<file path="config.mk">
export PLATFORM = sky130hd
export DESIGN_NAME = morse_key_decoder_flat
export DESIGN_NICKNAME = d
export VERILOG_FILES = /design/src/sv/mkd_pkg.sv /design/src/sv/mkd_key_if.sv /design/src/sv/mkd_evt_if.sv /design/src/sv/mkd_front.sv /design/src/sv/mkd_queue.sv /design/src/sv/mkd_back.sv /design/src/sv/morse_key_decoder.sv /design/src/flat_wrapper.sv
export SDC_FILE = /design/constraint.sdc
export NUM_CORES = 1
export LEC_CHECK = 0
export ABC_CLOCK_PERIOD_IN_PS = 6700
export BUFFER_PORTS_ARGS = -buffer_cell sky130_fd_sc_hd__buf_2
export CAP_MARGIN = 10
export CORE_AREA = 2 2 143 145
export CTS_CLUSTER_DIAMETER = 30
export CTS_CLUSTER_SIZE = 10
export DETAILED_ROUTE_END_ITERATION = 6
export DIE_AREA = 0 0 145 147
export HOLD_SLACK_MARGIN = 0.15
export PLACE_DENSITY = 0.81
export SYNTH_ARGS = -nofsm -noshare
export SYNTH_HDL_FRONTEND = slang
export SYNTH_SLANG_ARGS = --single-unit
</file>
<file path="constraint.sdc">
create_clock -name clk_i -period 6.7 [get_ports clk_i]
set_clock_uncertainty 0.2 [all_clocks]
set_input_delay 1.005 -clock clk_i [delete_from_list [all_inputs] [get_ports clk_i]]
set_output_delay 1.005 -clock clk_i [all_outputs]
set_load 0.02 [all_outputs]
</file>
<file path="src/sv/mkd_pkg.sv">
`timescale 1ns / 1ps
package mkd_pkg;

  // buffer capacities of the text path (only the counts are kept here)
  localparam int WORD_CAPACITY     = 32;
  localparam int SENTENCE_CAPACITY = 32;

  localparam int LIW_W = $clog2(WORD_CAPACITY);
  localparam int WIS_W = $clog2(SENTENCE_CAPACITY);

  localparam int TICK_W  = 8;
  localparam int BITS_W  = 8;
  localparam int LEN_W   = 4;
  localparam int CODE_W  = 7;
  localparam int TOTAL_W = 5;

  localparam logic [TICK_W-1:0] TICK_MAX = '1;
  localparam logic [LEN_W-1:0]  LEN_MAX  = '1;

  // configuration port
  localparam int CFG_IDX_W  = 3;
  localparam int CFG_DATA_W = 8;

  localparam logic [CFG_IDX_W-1:0] CFG_DASH_MIN     = 3'd0;
  localparam logic [CFG_IDX_W-1:0] CFG_DELETE_MIN   = 3'd1;
  localparam logic [CFG_IDX_W-1:0] CFG_LETTER_GAP   = 3'd2;
  localparam logic [CFG_IDX_W-1:0] CFG_WORD_GAP     = 3'd3;
  localparam logic [CFG_IDX_W-1:0] CFG_SENTENCE_GAP = 3'd4;

  localparam logic [TICK_W-1:0] DASH_MIN_RST     = 8'd5;
  localparam logic [TICK_W-1:0] DELETE_MIN_RST   = 8'd20;
  localparam logic [TICK_W-1:0] LETTER_GAP_RST   = 8'd8;
  localparam logic [TICK_W-1:0] WORD_GAP_RST     = 8'd20;
  localparam logic [TICK_W-1:0] SENTENCE_GAP_RST = 8'd32;

  // result queue between front and back
  localparam int QUEUE_DEPTH = 4;
  localparam int QPTR_W      = $clog2(QUEUE_DEPTH);
  localparam int QCNT_W      = $clog2(QUEUE_DEPTH + 1);

  localparam int MAX_RES = 3;
  localparam int NRES_W  = 2;

  typedef enum logic [2:0] {
    KIND_DOT      = 3'd0,
    KIND_DASH     = 3'd1,
    KIND_DELETE   = 3'd2,
    KIND_LETTER   = 3'd3,
    KIND_WORD     = 3'd4,
    KIND_SENTENCE = 3'd5
  } mkd_kind_e;

  typedef struct packed {
    mkd_kind_e            kind;
    logic [CODE_W-1:0]    code;
    logic                 stored;
    logic [TOTAL_W-1:0]   total;
  } mkd_res_t;

  // all results of one tick, slot 0 delivered first
  typedef struct packed {
    logic [NRES_W-1:0]         cnt;
    mkd_res_t [MAX_RES-1:0]    res;
  } mkd_entry_t;

  typedef struct packed {
    logic       valid;
    mkd_entry_t entry;
  } mkd_push_t;

  typedef struct packed {
    logic full;
    logic empty;
  } mkd_qstat_t;

  localparam logic [CODE_W-1:0] UNKNOWN_CHAR = 7'd63;
  localparam int                LETTER_A     = 97;
  localparam int                NUM_LETTERS  = 26;

  // per letter a..z: element count and pattern, dash = 1, first element in msb
  localparam logic [LEN_W-1:0] SYM_LEN [NUM_LETTERS] = '{
    4'd2, 4'd4, 4'd4, 4'd3, 4'd1, 4'd4, 4'd3, 4'd4, 4'd2, 4'd4, 4'd3, 4'd4, 4'd2,
    4'd2, 4'd3, 4'd4, 4'd4, 4'd3, 4'd3, 4'd1, 4'd3, 4'd4, 4'd3, 4'd4, 4'd4, 4'd4
  };
  localparam logic [3:0] SYM_CODE [NUM_LETTERS] = '{
    4'h1, 4'h8, 4'hA, 4'h4, 4'h0, 4'h2, 4'h6, 4'h0, 4'h0, 4'h7, 4'h5, 4'h4, 4'h3,
    4'h2, 4'h7, 4'h6, 4'hD, 4'h2, 4'h0, 4'h1, 4'h1, 4'h1, 4'h3, 4'h9, 4'hB, 4'hC
  };

  function automatic logic [CODE_W-1:0] lookup_letter(logic [BITS_W-1:0] bits,
                                                      logic [LEN_W-1:0] len);
    logic [CODE_W-1:0] ch;
    ch = UNKNOWN_CHAR;
    for (int i = 0; i < NUM_LETTERS; i++) begin
      if (SYM_LEN[i] == len && {4'b0, SYM_CODE[i]} == bits) begin
        ch = CODE_W'(LETTER_A + i);
      end
    end
    return ch;
  endfunction

endpackage

</file>
<file path="src/sv/mkd_key_if.sv">
`timescale 1ns / 1ps
interface mkd_key_if;
  logic valid;
  logic ready;
  logic key_down;

  modport source (output valid, output key_down, input ready);
  modport sink (input valid, input key_down, output ready);
endinterface

</file>
<file path="src/sv/mkd_evt_if.sv">
`timescale 1ns / 1ps
interface mkd_evt_if;
  logic                         valid;
  logic                         ready;
  logic [2:0]                   event_kind;
  logic [mkd_pkg::CODE_W-1:0]   letter_code;
  logic                         was_stored;
  logic [mkd_pkg::TOTAL_W-1:0]  word_total;
  logic                         last_of_tick;

  modport source (output valid, output event_kind, output letter_code, output was_stored,
                  output word_total, output last_of_tick, input ready);
  modport sink (input valid, input event_kind, input letter_code, input was_stored,
                input word_total, input last_of_tick, output ready);
endinterface

</file>
<file path="src/sv/mkd_front.sv">
`timescale 1ns / 1ps
module mkd_front (
  input  logic                             clk_i,
  input  logic                             rst_ni,
  input  logic                             cfg_we_i,
  input  logic [mkd_pkg::CFG_IDX_W-1:0]    cfg_idx_i,
  input  logic [mkd_pkg::CFG_DATA_W-1:0]   cfg_wdata_i,
  mkd_key_if.sink                          key,
  input  mkd_pkg::mkd_qstat_t              qstat_i,
  output mkd_pkg::mkd_push_t               push_o
);

  logic [mkd_pkg::TICK_W-1:0] dash_min_q, delete_min_q, letter_gap_q, word_gap_q;
  logic [mkd_pkg::TICK_W-1:0] sentence_gap_q;

  logic [mkd_pkg::TICK_W-1:0] press_q, press_d, gap_q, gap_d, gap_n;
  logic [mkd_pkg::BITS_W-1:0] bits_q, bits_d;
  logic [mkd_pkg::LEN_W-1:0]  len_q, len_d;
  logic [mkd_pkg::LIW_W-1:0]  letters_q, letters_d;
  logic [mkd_pkg::WIS_W-1:0]  words_q, words_d;

  mkd_pkg::mkd_entry_t        entry;
  logic [mkd_pkg::NRES_W-1:0] nres;
  logic                       dash;
  logic                       fit;
  logic [31:0]                wtot;
  logic                       accept;

  assign key.ready = !qstat_i.full;
  assign accept    = key.valid && key.ready;

  always_comb begin
    press_d   = press_q;
    gap_d     = gap_q;
    bits_d    = bits_q;
    len_d     = len_q;
    letters_d = letters_q;
    words_d   = words_q;
    entry     = '0;
    nres      = '0;
    dash      = 1'b0;
    fit       = 1'b0;
    gap_n     = gap_q;
    wtot      = '0;
    if (key.key_down) begin
      if (press_q != mkd_pkg::TICK_MAX) begin
        press_d = press_q + 1'b1;
      end
      gap_d = '0;
    end else if (press_q != '0) begin
      // release tick: sort the press
      if (press_q >= delete_min_q && letters_q != '0) begin
        letters_d = letters_q - 1'b1;
        entry.res[0].kind = mkd_pkg::KIND_DELETE;
      end else begin
        dash   = press_q >= dash_min_q;
        bits_d = {bits_q[mkd_pkg::BITS_W-2:0], dash};
        if (len_q != mkd_pkg::LEN_MAX) begin
          len_d = len_q + 1'b1;
        end
        entry.res[0].kind = dash ? mkd_pkg::KIND_DASH : mkd_pkg::KIND_DOT;
      end
      nres    = 2'd1;
      press_d = '0;
      gap_d   = '0;
    end else begin
      if (gap_q != mkd_pkg::TICK_MAX) begin
        gap_n = gap_q + 1'b1;
      end
      gap_d = gap_n;
      if (gap_n >= letter_gap_q && len_q != '0) begin
        fit = letters_d < mkd_pkg::LIW_W'(mkd_pkg::WORD_CAPACITY - 1);
        if (fit) begin
          letters_d = letters_d + 1'b1;
        end
        entry.res[nres].kind   = mkd_pkg::KIND_LETTER;
        entry.res[nres].code   = mkd_pkg::lookup_letter(bits_q, len_q);
        entry.res[nres].stored = fit;
        nres   = nres + 1'b1;
        bits_d = '0;
        len_d  = '0;
      end
      if (gap_n >= word_gap_q && letters_d != '0) begin
        fit = words_d < mkd_pkg::WIS_W'(mkd_pkg::SENTENCE_CAPACITY - 1);
        if (fit) begin
          words_d = words_d + 1'b1;
        end
        entry.res[nres].kind   = mkd_pkg::KIND_WORD;
        entry.res[nres].stored = fit;
        nres      = nres + 1'b1;
        letters_d = '0;
      end
      if (gap_n >= sentence_gap_q && words_d != '0) begin
        wtot = 32'(words_d);
        entry.res[nres].kind  = mkd_pkg::KIND_SENTENCE;
        entry.res[nres].total = wtot[mkd_pkg::TOTAL_W-1:0];
        nres    = nres + 1'b1;
        words_d = '0;
        gap_d   = '0;
      end
    end
    entry.cnt = nres;
  end

  assign push_o.valid = accept && (nres != '0);
  assign push_o.entry = entry;

  always_ff @(posedge clk_i or negedge rst_ni) begin
    if (!rst_ni) begin
      press_q   <= '0;
      gap_q     <= '0;
      bits_q    <= '0;
      len_q     <= '0;
      letters_q <= '0;
      words_q   <= '0;
    end else if (accept) begin
      press_q   <= press_d;
      gap_q     <= gap_d;
      bits_q    <= bits_d;
      len_q     <= len_d;
      letters_q <= letters_d;
      words_q   <= words_d;
    end
  end

  always_ff @(posedge clk_i or negedge rst_ni) begin
    if (!rst_ni) begin
      dash_min_q     <= mkd_pkg::DASH_MIN_RST;
      delete_min_q   <= mkd_pkg::DELETE_MIN_RST;
      letter_gap_q   <= mkd_pkg::LETTER_GAP_RST;
      word_gap_q     <= mkd_pkg::WORD_GAP_RST;
      sentence_gap_q <= mkd_pkg::SENTENCE_GAP_RST;
    end else if (cfg_we_i) begin
      unique case (cfg_idx_i)
        mkd_pkg::CFG_DASH_MIN:     dash_min_q     <= cfg_wdata_i;
        mkd_pkg::CFG_DELETE_MIN:   delete_min_q   <= cfg_wdata_i;
        mkd_pkg::CFG_LETTER_GAP:   letter_gap_q   <= cfg_wdata_i;
        mkd_pkg::CFG_WORD_GAP:     word_gap_q     <= cfg_wdata_i;
        mkd_pkg::CFG_SENTENCE_GAP: sentence_gap_q <= cfg_wdata_i;
        default: ;
      endcase
    end
  end

`ifndef SYNTH
  // a release tick always yields exactly one result
  a_release_one : assert property (@(posedge clk_i) disable iff (!rst_ni)
    (accept && !key.key_down && press_q != '0) |-> (push_o.valid && push_o.entry.cnt == 2'd1))
    else $error("release tick did not queue exactly one result");
`endif

endmodule

</file>
<file path="src/sv/mkd_queue.sv">
`timescale 1ns / 1ps
module mkd_queue (
  input  logic                    clk_i,
  input  logic                    rst_ni,
  input  mkd_pkg::mkd_push_t      push_i,
  input  logic                    pop_i,
  output mkd_pkg::mkd_qstat_t     qstat_o,
  output mkd_pkg::mkd_entry_t     head_o
);

  mkd_pkg::mkd_entry_t         mem_q [mkd_pkg::QUEUE_DEPTH];
  logic [mkd_pkg::QPTR_W-1:0]  wr_q, rd_q;
  logic [mkd_pkg::QCNT_W-1:0]  cnt_q;

  assign qstat_o.full  = cnt_q == mkd_pkg::QCNT_W'(mkd_pkg::QUEUE_DEPTH);
  assign qstat_o.empty = cnt_q == '0;
  assign head_o        = mem_q[rd_q];

  always_ff @(posedge clk_i) begin
    if (push_i.valid) begin
      mem_q[wr_q] <= push_i.entry;
    end
  end

  always_ff @(posedge clk_i or negedge rst_ni) begin
    if (!rst_ni) begin
      wr_q  <= '0;
      rd_q  <= '0;
      cnt_q <= '0;
    end else begin
      if (push_i.valid) begin
        wr_q <= wr_q + 1'b1;
      end
      if (pop_i) begin
        rd_q <= rd_q + 1'b1;
      end
      if (push_i.valid && !pop_i) begin
        cnt_q <= cnt_q + 1'b1;
      end else if (!push_i.valid && pop_i) begin
        cnt_q <= cnt_q - 1'b1;
      end
    end
  end

`ifndef SYNTH
  a_no_overflow : assert property (@(posedge clk_i) disable iff (!rst_ni)
    !(push_i.valid && qstat_o.full))
    else $error("push into full result queue");
  a_no_underflow : assert property (@(posedge clk_i) disable iff (!rst_ni)
    !(pop_i && qstat_o.empty))
    else $error("pop from empty result queue");
`endif

endmodule

</file>
<file path="src/sv/mkd_back.sv">
`timescale 1ns / 1ps
module mkd_back (
  input  logic                    clk_i,
  input  logic                    rst_ni,
  input  mkd_pkg::mkd_qstat_t     qstat_i,
  input  mkd_pkg::mkd_entry_t     head_i,
  output logic                    pop_o,
  mkd_evt_if.source               evt
);

  logic [mkd_pkg::NRES_W-1:0] idx_q;
  logic                       last;
  logic                       beat;
  mkd_pkg::mkd_res_t          cur;

  assign cur  = head_i.res[idx_q];
  assign last = idx_q == head_i.cnt - 1'b1;
  assign beat = evt.valid && evt.ready;

  assign evt.valid        = !qstat_i.empty;
  assign evt.event_kind   = cur.kind;
  assign evt.letter_code  = cur.code;
  assign evt.was_stored   = cur.stored;
  assign evt.word_total   = cur.total;
  assign evt.last_of_tick = last;

  assign pop_o = beat && last;

  always_ff @(posedge clk_i or negedge rst_ni) begin
    if (!rst_ni) begin
      idx_q <= '0;
    end else if (beat) begin
      idx_q <= last ? '0 : idx_q + 1'b1;
    end
  end

`ifndef SYNTH
  a_idx_in_range : assert property (@(posedge clk_i) disable iff (!rst_ni)
    evt.valid |-> (idx_q < head_i.cnt))
    else $error("slot index beyond results of head tick");
  a_idx_advance : assert property (@(posedge clk_i) disable iff (!rst_ni)
    (beat && !last) |=> (idx_q == $past(idx_q) + 1'b1))
    else $error("slot index did not advance within a tick");
`endif

endmodule

</file>
<file path="src/sv/morse_key_decoder.sv">
`timescale 1ns / 1ps
// morse key decoder
// key_i carries one beat per timebase tick with the sampled key level; evt_o
// carries the decoded events (dot, dash, delete, letter, word end, sentence end),
// last_of_tick marking the final event caused by a tick. cfg_we_i/cfg_idx_i/
// cfg_wdata_i write the five timing thresholds; write them only while idle.
// the front takes one tick per cycle while the queue is not full, updates
// press/gap counters and the symbol, and queues all events of that tick as one
// entry in a four-entry queue. the back hands the events out one beat per cycle
// while the receiver is ready. the first event of a tick is offered once its
// entry is registered in the queue and has reached its head. a tick with several
// events holds the queue head until all of them have gone out on the single
// output port. ticks with no event never occupy the queue.
// when the receiver stalls, the queue fills and key_i.ready drops once four
// ticks with results are waiting; no event is lost or repeated.
// reset clears all counters, the symbol and the queue, and loads the threshold
// defaults (dash 5, delete 20, letter gap 8, word gap 20, sentence gap 32).
module morse_key_decoder (
  input  logic                             clk_i,
  input  logic                             rst_ni,
  input  logic                             cfg_we_i,
  input  logic [mkd_pkg::CFG_IDX_W-1:0]    cfg_idx_i,
  input  logic [mkd_pkg::CFG_DATA_W-1:0]   cfg_wdata_i,
  mkd_key_if.sink                          key_i,
  mkd_evt_if.source                        evt_o
);

  // front to queue
  mkd_pkg::mkd_push_t   push;
  // queue status seen by both sides
  mkd_pkg::mkd_qstat_t  qstat;
  mkd_pkg::mkd_entry_t  head;
  logic                 pop;

  // counters, thresholds and event classification
  mkd_front u_front (
    .clk_i       (clk_i),
    .rst_ni      (rst_ni),
    .cfg_we_i    (cfg_we_i),
    .cfg_idx_i   (cfg_idx_i),
    .cfg_wdata_i (cfg_wdata_i),
    .key         (key_i),
    .qstat_i     (qstat),
    .push_o      (push)
  );

  // per-tick event bundles, decouples key side from event side
  mkd_queue u_queue (
    .clk_i   (clk_i),
    .rst_ni  (rst_ni),
    .push_i  (push),
    .pop_i   (pop),
    .qstat_o (qstat),
    .head_o  (head)
  );

  // serializes a bundle into event beats
  mkd_back u_back (
    .clk_i   (clk_i),
    .rst_ni  (rst_ni),
    .qstat_i (qstat),
    .head_i  (head),
    .pop_o   (pop),
    .evt     (evt_o)
  );

endmodule

</file>
<file path="src/flat_wrapper.sv">
// flat-port wrapper written by rule: the top's interface ports become plain ports
module morse_key_decoder_flat 
  (clk_i, rst_ni, cfg_we_i, cfg_idx_i, cfg_wdata_i, key_i_valid, key_i_key_down, key_i_ready, evt_o_valid, evt_o_event_kind, evt_o_letter_code, evt_o_was_stored, evt_o_word_total, evt_o_last_of_tick, evt_o_ready);
  mkd_key_if key_i_i ();
  mkd_evt_if evt_o_i ();
  input  logic clk_i;
  input  logic rst_ni;
  input  logic cfg_we_i;
  input  logic [mkd_pkg::CFG_IDX_W-1:0] cfg_idx_i;
  input  logic [mkd_pkg::CFG_DATA_W-1:0] cfg_wdata_i;
  input wire logic [$bits(key_i_i.valid)-1:0] key_i_valid;
  input wire logic [$bits(key_i_i.key_down)-1:0] key_i_key_down;
  output wire logic [$bits(key_i_i.ready)-1:0] key_i_ready;
  output wire logic [$bits(evt_o_i.valid)-1:0] evt_o_valid;
  output wire logic [$bits(evt_o_i.event_kind)-1:0] evt_o_event_kind;
  output wire logic [$bits(evt_o_i.letter_code)-1:0] evt_o_letter_code;
  output wire logic [$bits(evt_o_i.was_stored)-1:0] evt_o_was_stored;
  output wire logic [$bits(evt_o_i.word_total)-1:0] evt_o_word_total;
  output wire logic [$bits(evt_o_i.last_of_tick)-1:0] evt_o_last_of_tick;
  input wire logic [$bits(evt_o_i.ready)-1:0] evt_o_ready;
  assign key_i_i.valid = key_i_valid;
  assign key_i_i.key_down = key_i_key_down;
  assign key_i_ready = key_i_i.ready;
  assign evt_o_valid = evt_o_i.valid;
  assign evt_o_event_kind = evt_o_i.event_kind;
  assign evt_o_letter_code = evt_o_i.letter_code;
  assign evt_o_was_stored = evt_o_i.was_stored;
  assign evt_o_word_total = evt_o_i.word_total;
  assign evt_o_last_of_tick = evt_o_i.last_of_tick;
  assign evt_o_i.ready = evt_o_ready;
  morse_key_decoder u_core (.clk_i(clk_i), .rst_ni(rst_ni), .cfg_we_i(cfg_we_i), .cfg_idx_i(cfg_idx_i), .cfg_wdata_i(cfg_wdata_i), .key_i(key_i_i), .evt_o(evt_o_i));
endmodule
</file>
==> flow_summary.ini <==
[synthesis]
synth_cell_type_count = 73
syn_avg_cell_area_um2 = 11.7
synthMuxAreaShare_pct = 9.17
synth-xor-area-share_pct = 1.12
synth_area_leaders = edfxtp_1 (34%), dfrtp_1 (18%), ha_1 (6.9%)
yosys-top-cells-count = edfxtp_1 (124), nand2_1 (89), dfrtp_1 (79), o21ai_0 (71), ha_1 (60)
yosys_warnings = 0
synthAdderAreaFrac_pct = 7.07
syn_nets = 1009
syn_area_mm2 = 0.0109
ys_ff_latch = 211
synth_top_family_by_area = simple AND/OR/NAND/NOR gates
synthFlopType = edfxtp_1
synthCells = 931
synth.top_cell.area_share_pct = 34.2
synth_top_area_cell = edfxtp_1
ys_seq_area_share_pct = 54.2
yosys.area_share.simple_pct = 12.5
synthArstFlopShare_pct = 41.2
yosysMostFrequentCell = edfxtp_1
synth_compound_area_share_pct = 12.0
synth_edf_count = 124

[timing]
slew_headroom_pct = 35.6
period_share_pct = 90.6
finalHoldViolations = 0
worstMarginPinSlew_ns = 0.957
final-setup-viol-count = 0
worst_slack_ns = 0.630
rsz0062_at_grt = false
period_minus_slack_ns = 6.07
max_freq_mhz = 165
drv_slew = 0

[floorplanning]
core_area_mm2 = 0.0198
num_rows = 52
start_util_pct = 54.9
die_y_um = 147
io_pins = 36
die-area_mm2 = 0.0213
die_w_um = 145

[detailed_routing]
top_layer = met4
wire_per_inst_um = 19.2
ant_nets = 0
route.met3.wl_mm = 1.16
drc = 0
vias_per_cell = 5.96
firstDrtPassIters = 5
drtIter0Drc = 613
route.met2.wl_mm = 12.4
wl_met1_mm = 10.5
wirelength_mm = 24.7
vias = 7679

[setup_path]
rr_endpoint = u_core.u_queue.cnt_q[1]$_DFFE_PN0P_
cp.required_ns = 6.91
worstSetupStartpointType = flip-flop
r2r_slack_ns = 0.63
path_class = reg2reg
critical_path.max_fanout = 15
rr_worst_depth = 21
rr_startpoint = u_core.u_front.gap_q[0]$_DFFE_PN0P_
critPathArrivalTime_ns = 6.28
cp-end-kind = flip-flop
crit_path_start = u_core.u_front.gap_q[0]$_DFFE_PN0P_

[global_routing]
first_global_vias = 7771
grt_antenna_before_repair = 0
overflow = 0
grt_max_degree = 63
grt_util_all_layers_pct = 23.5
grt_pass1_wl_mm = 40.1

[power_and_ir_drop]
power_mw = 5.64
p_leak_nw = 5.16
power_density_mw_per_mm2 = 438
ir_worst_vdd_uv = 229

[clocking]
cts_buffers = 44
cts_max_level = 2
root_buffer = clkbuf_16
cts_hold_buffers = 0
cts.sink_count = 211
clk_pin_slew_worst_paths_ns = 0.05
ctsResizeCount = 0
clk_latency_ns = 0.52
cts_buffer_depth = 3
cts_tree = done
postCtsSetupRepairBufs = 0

[final_layout]
nNetsFinal = 1061
syn2layout_area_growth_pct = 18.3
n_fill_cell = 1459
drive_above_1_share_pct = 19.6
diodes = 0

[placed_design]
pre_cts_ws_ns = 0.651
port_buffers = 35
gp_congestion = 0.896
hpwlAfterDp_mm = 15.7

[flow_run]
drv_cap = 0

[hold_path]
hp-class = in2async

[status]
status = finished clean
## sequential cells by signal, indices dropped and copies added (netlist names), 3 cells and up
name and count:
u_core.u_front.press_q 8, u_core.u_queue.cnt_q 3, u_core.u_queue.mem_q 124, u_core.u_front.len_q 4, u_core.u_front.words_q 5, u_core.u_front.delete_min_q 8, u_core.u_front.sentence_gap_q 8, u_core.u_front.letters_q 5
u_core.u_front.gap_q 8, u_core.u_front.letter_gap_q 8, u_core.u_front.dash_min_q 8, u_core.u_front.bits_q 8, u_core.u_front.word_gap_q 8
## kinds of logic after synthesis
logic type / Yosys count
multiplexers: 59
adder cells (fa/ha/maj): 61
flip-flops: 211
AO/OA/AOI/OAI: 200
buffers and inverters: 104
XOR/XNOR: 14
AND/OR/NAND/NOR: 282
## worst max-delay path by stage
stage                                           end  depth (start not counted)  slack [ns]
2_1_floorplan  u_core.u_queue.mem_q[0][0]$_DFFE_PP_                         16       -0.02
5_1_grt         u_core.u_queue.cnt_q[1]$_DFFE_PN0P_                         21        0.30
6_report        u_core.u_queue.cnt_q[1]$_DFFE_PN0P_                         21        0.63
3_5_place_dp    u_core.u_queue.cnt_q[1]$_DFFE_PN0P_                         21        0.65
4_1_cts         u_core.u_queue.cnt_q[1]$_DFFE_PN0P_                         21        0.66
3_3_place_gp    u_core.u_queue.cnt_q[1]$_DFFE_PN0P_                         21        0.86
## critical path: stages (launching register included)
cell and delay [ns]:
dfrtp_1 0.41, ha_1 0.23, nand2_1 0.09, nor2_1 0.21
nand3_1 0.25, xnor2_1 0.37, ha_1 0.29, nand2b_1 0.13
a2111oi_0 0.47, nor3_1 0.14, or2_1 0.44, o211a_4 0.40
inv_2 0.20, ha_1 0.18, o21ai_0 0.09, a211oi_1 0.40
and3_1 0.39, nor2_1 0.10, ha_1 0.22, inv_1 0.08
fa_1 0.40, mux2_2 0.26
## layer usage
layer	vias to the layer above	GRT usage (%)
met2	223	40.4
met3	50	4.19
met5	-	0
li1	3585	-
met4	0	8.37
met1	3821	30.3
## placed cells by master (no fill, tap or decap), drive strengths merged, types with 9 or more instances in the layout
| cell type | Yosys | layout |
|---|---|---|
| mux2 | 17 | 17 |
| inv | 60 | 65 |
| buf | 11 | 49 |
| nand3 | 26 | 26 |
| edfxtp | 124 | 124 |
| mux2i | 11 | 11 |
| clkbuf | 32 | 52 |
| clkinv | 1 | 12 |
| nor2 | 59 | 59 |
| mux4 | 31 | 31 |
| ha | 60 | 60 |
| xnor2 | 9 | 9 |
| nor3 | 30 | 30 |
| a21oi | 30 | 30 |
| o21a | 11 | 11 |
| nand2b | 12 | 12 |
| and3 | 15 | 15 |
| a31oi | 11 | 11 |
| a21o | 12 | 12 |
| nand2 | 91 | 91 |
| o21ai | 72 | 72 |
| dfrtp | 79 | 79 |
## per-stage QoR
step | area (um2) | TNS, ns | util (%) | std cells | hold slack (ns)
after detailed placement | 11400 | 0 | 57.3 | 1206 | 0.265
after CTS | 12900 | 0 | 65.0 | 1287 | 0.230
after global routing | 12900 | 0 | 65.0 | 1288 | 0.245
final | 12900 | 0 | 65.0 | 1288 | 0.219
after global placement | 11400 | 0 | 57.3 | 1206 | 0.257
after floorplan | 10900 | -2.64 | - | 931 | 0.243
## final cells by class
type                       instances  area (um2)  area share (%)
tap                              270         338            2.62
clock inverter                    29         364            2.82
multi-input combinational        616        4610            35.8
sequential                       211        5910            45.8
clock buffer                      52        1160            9.00
inverter                          61         229            1.78
timing repair buffer              49         280            2.17
## power breakdown
group	internal (mW)	switching, mW
clock	1.51	0.688
combinational	0.677	0.963
sequential	1.59	0.216
total	3.78	1.87
No activity file was read; power rests on OpenSTA's default activity.
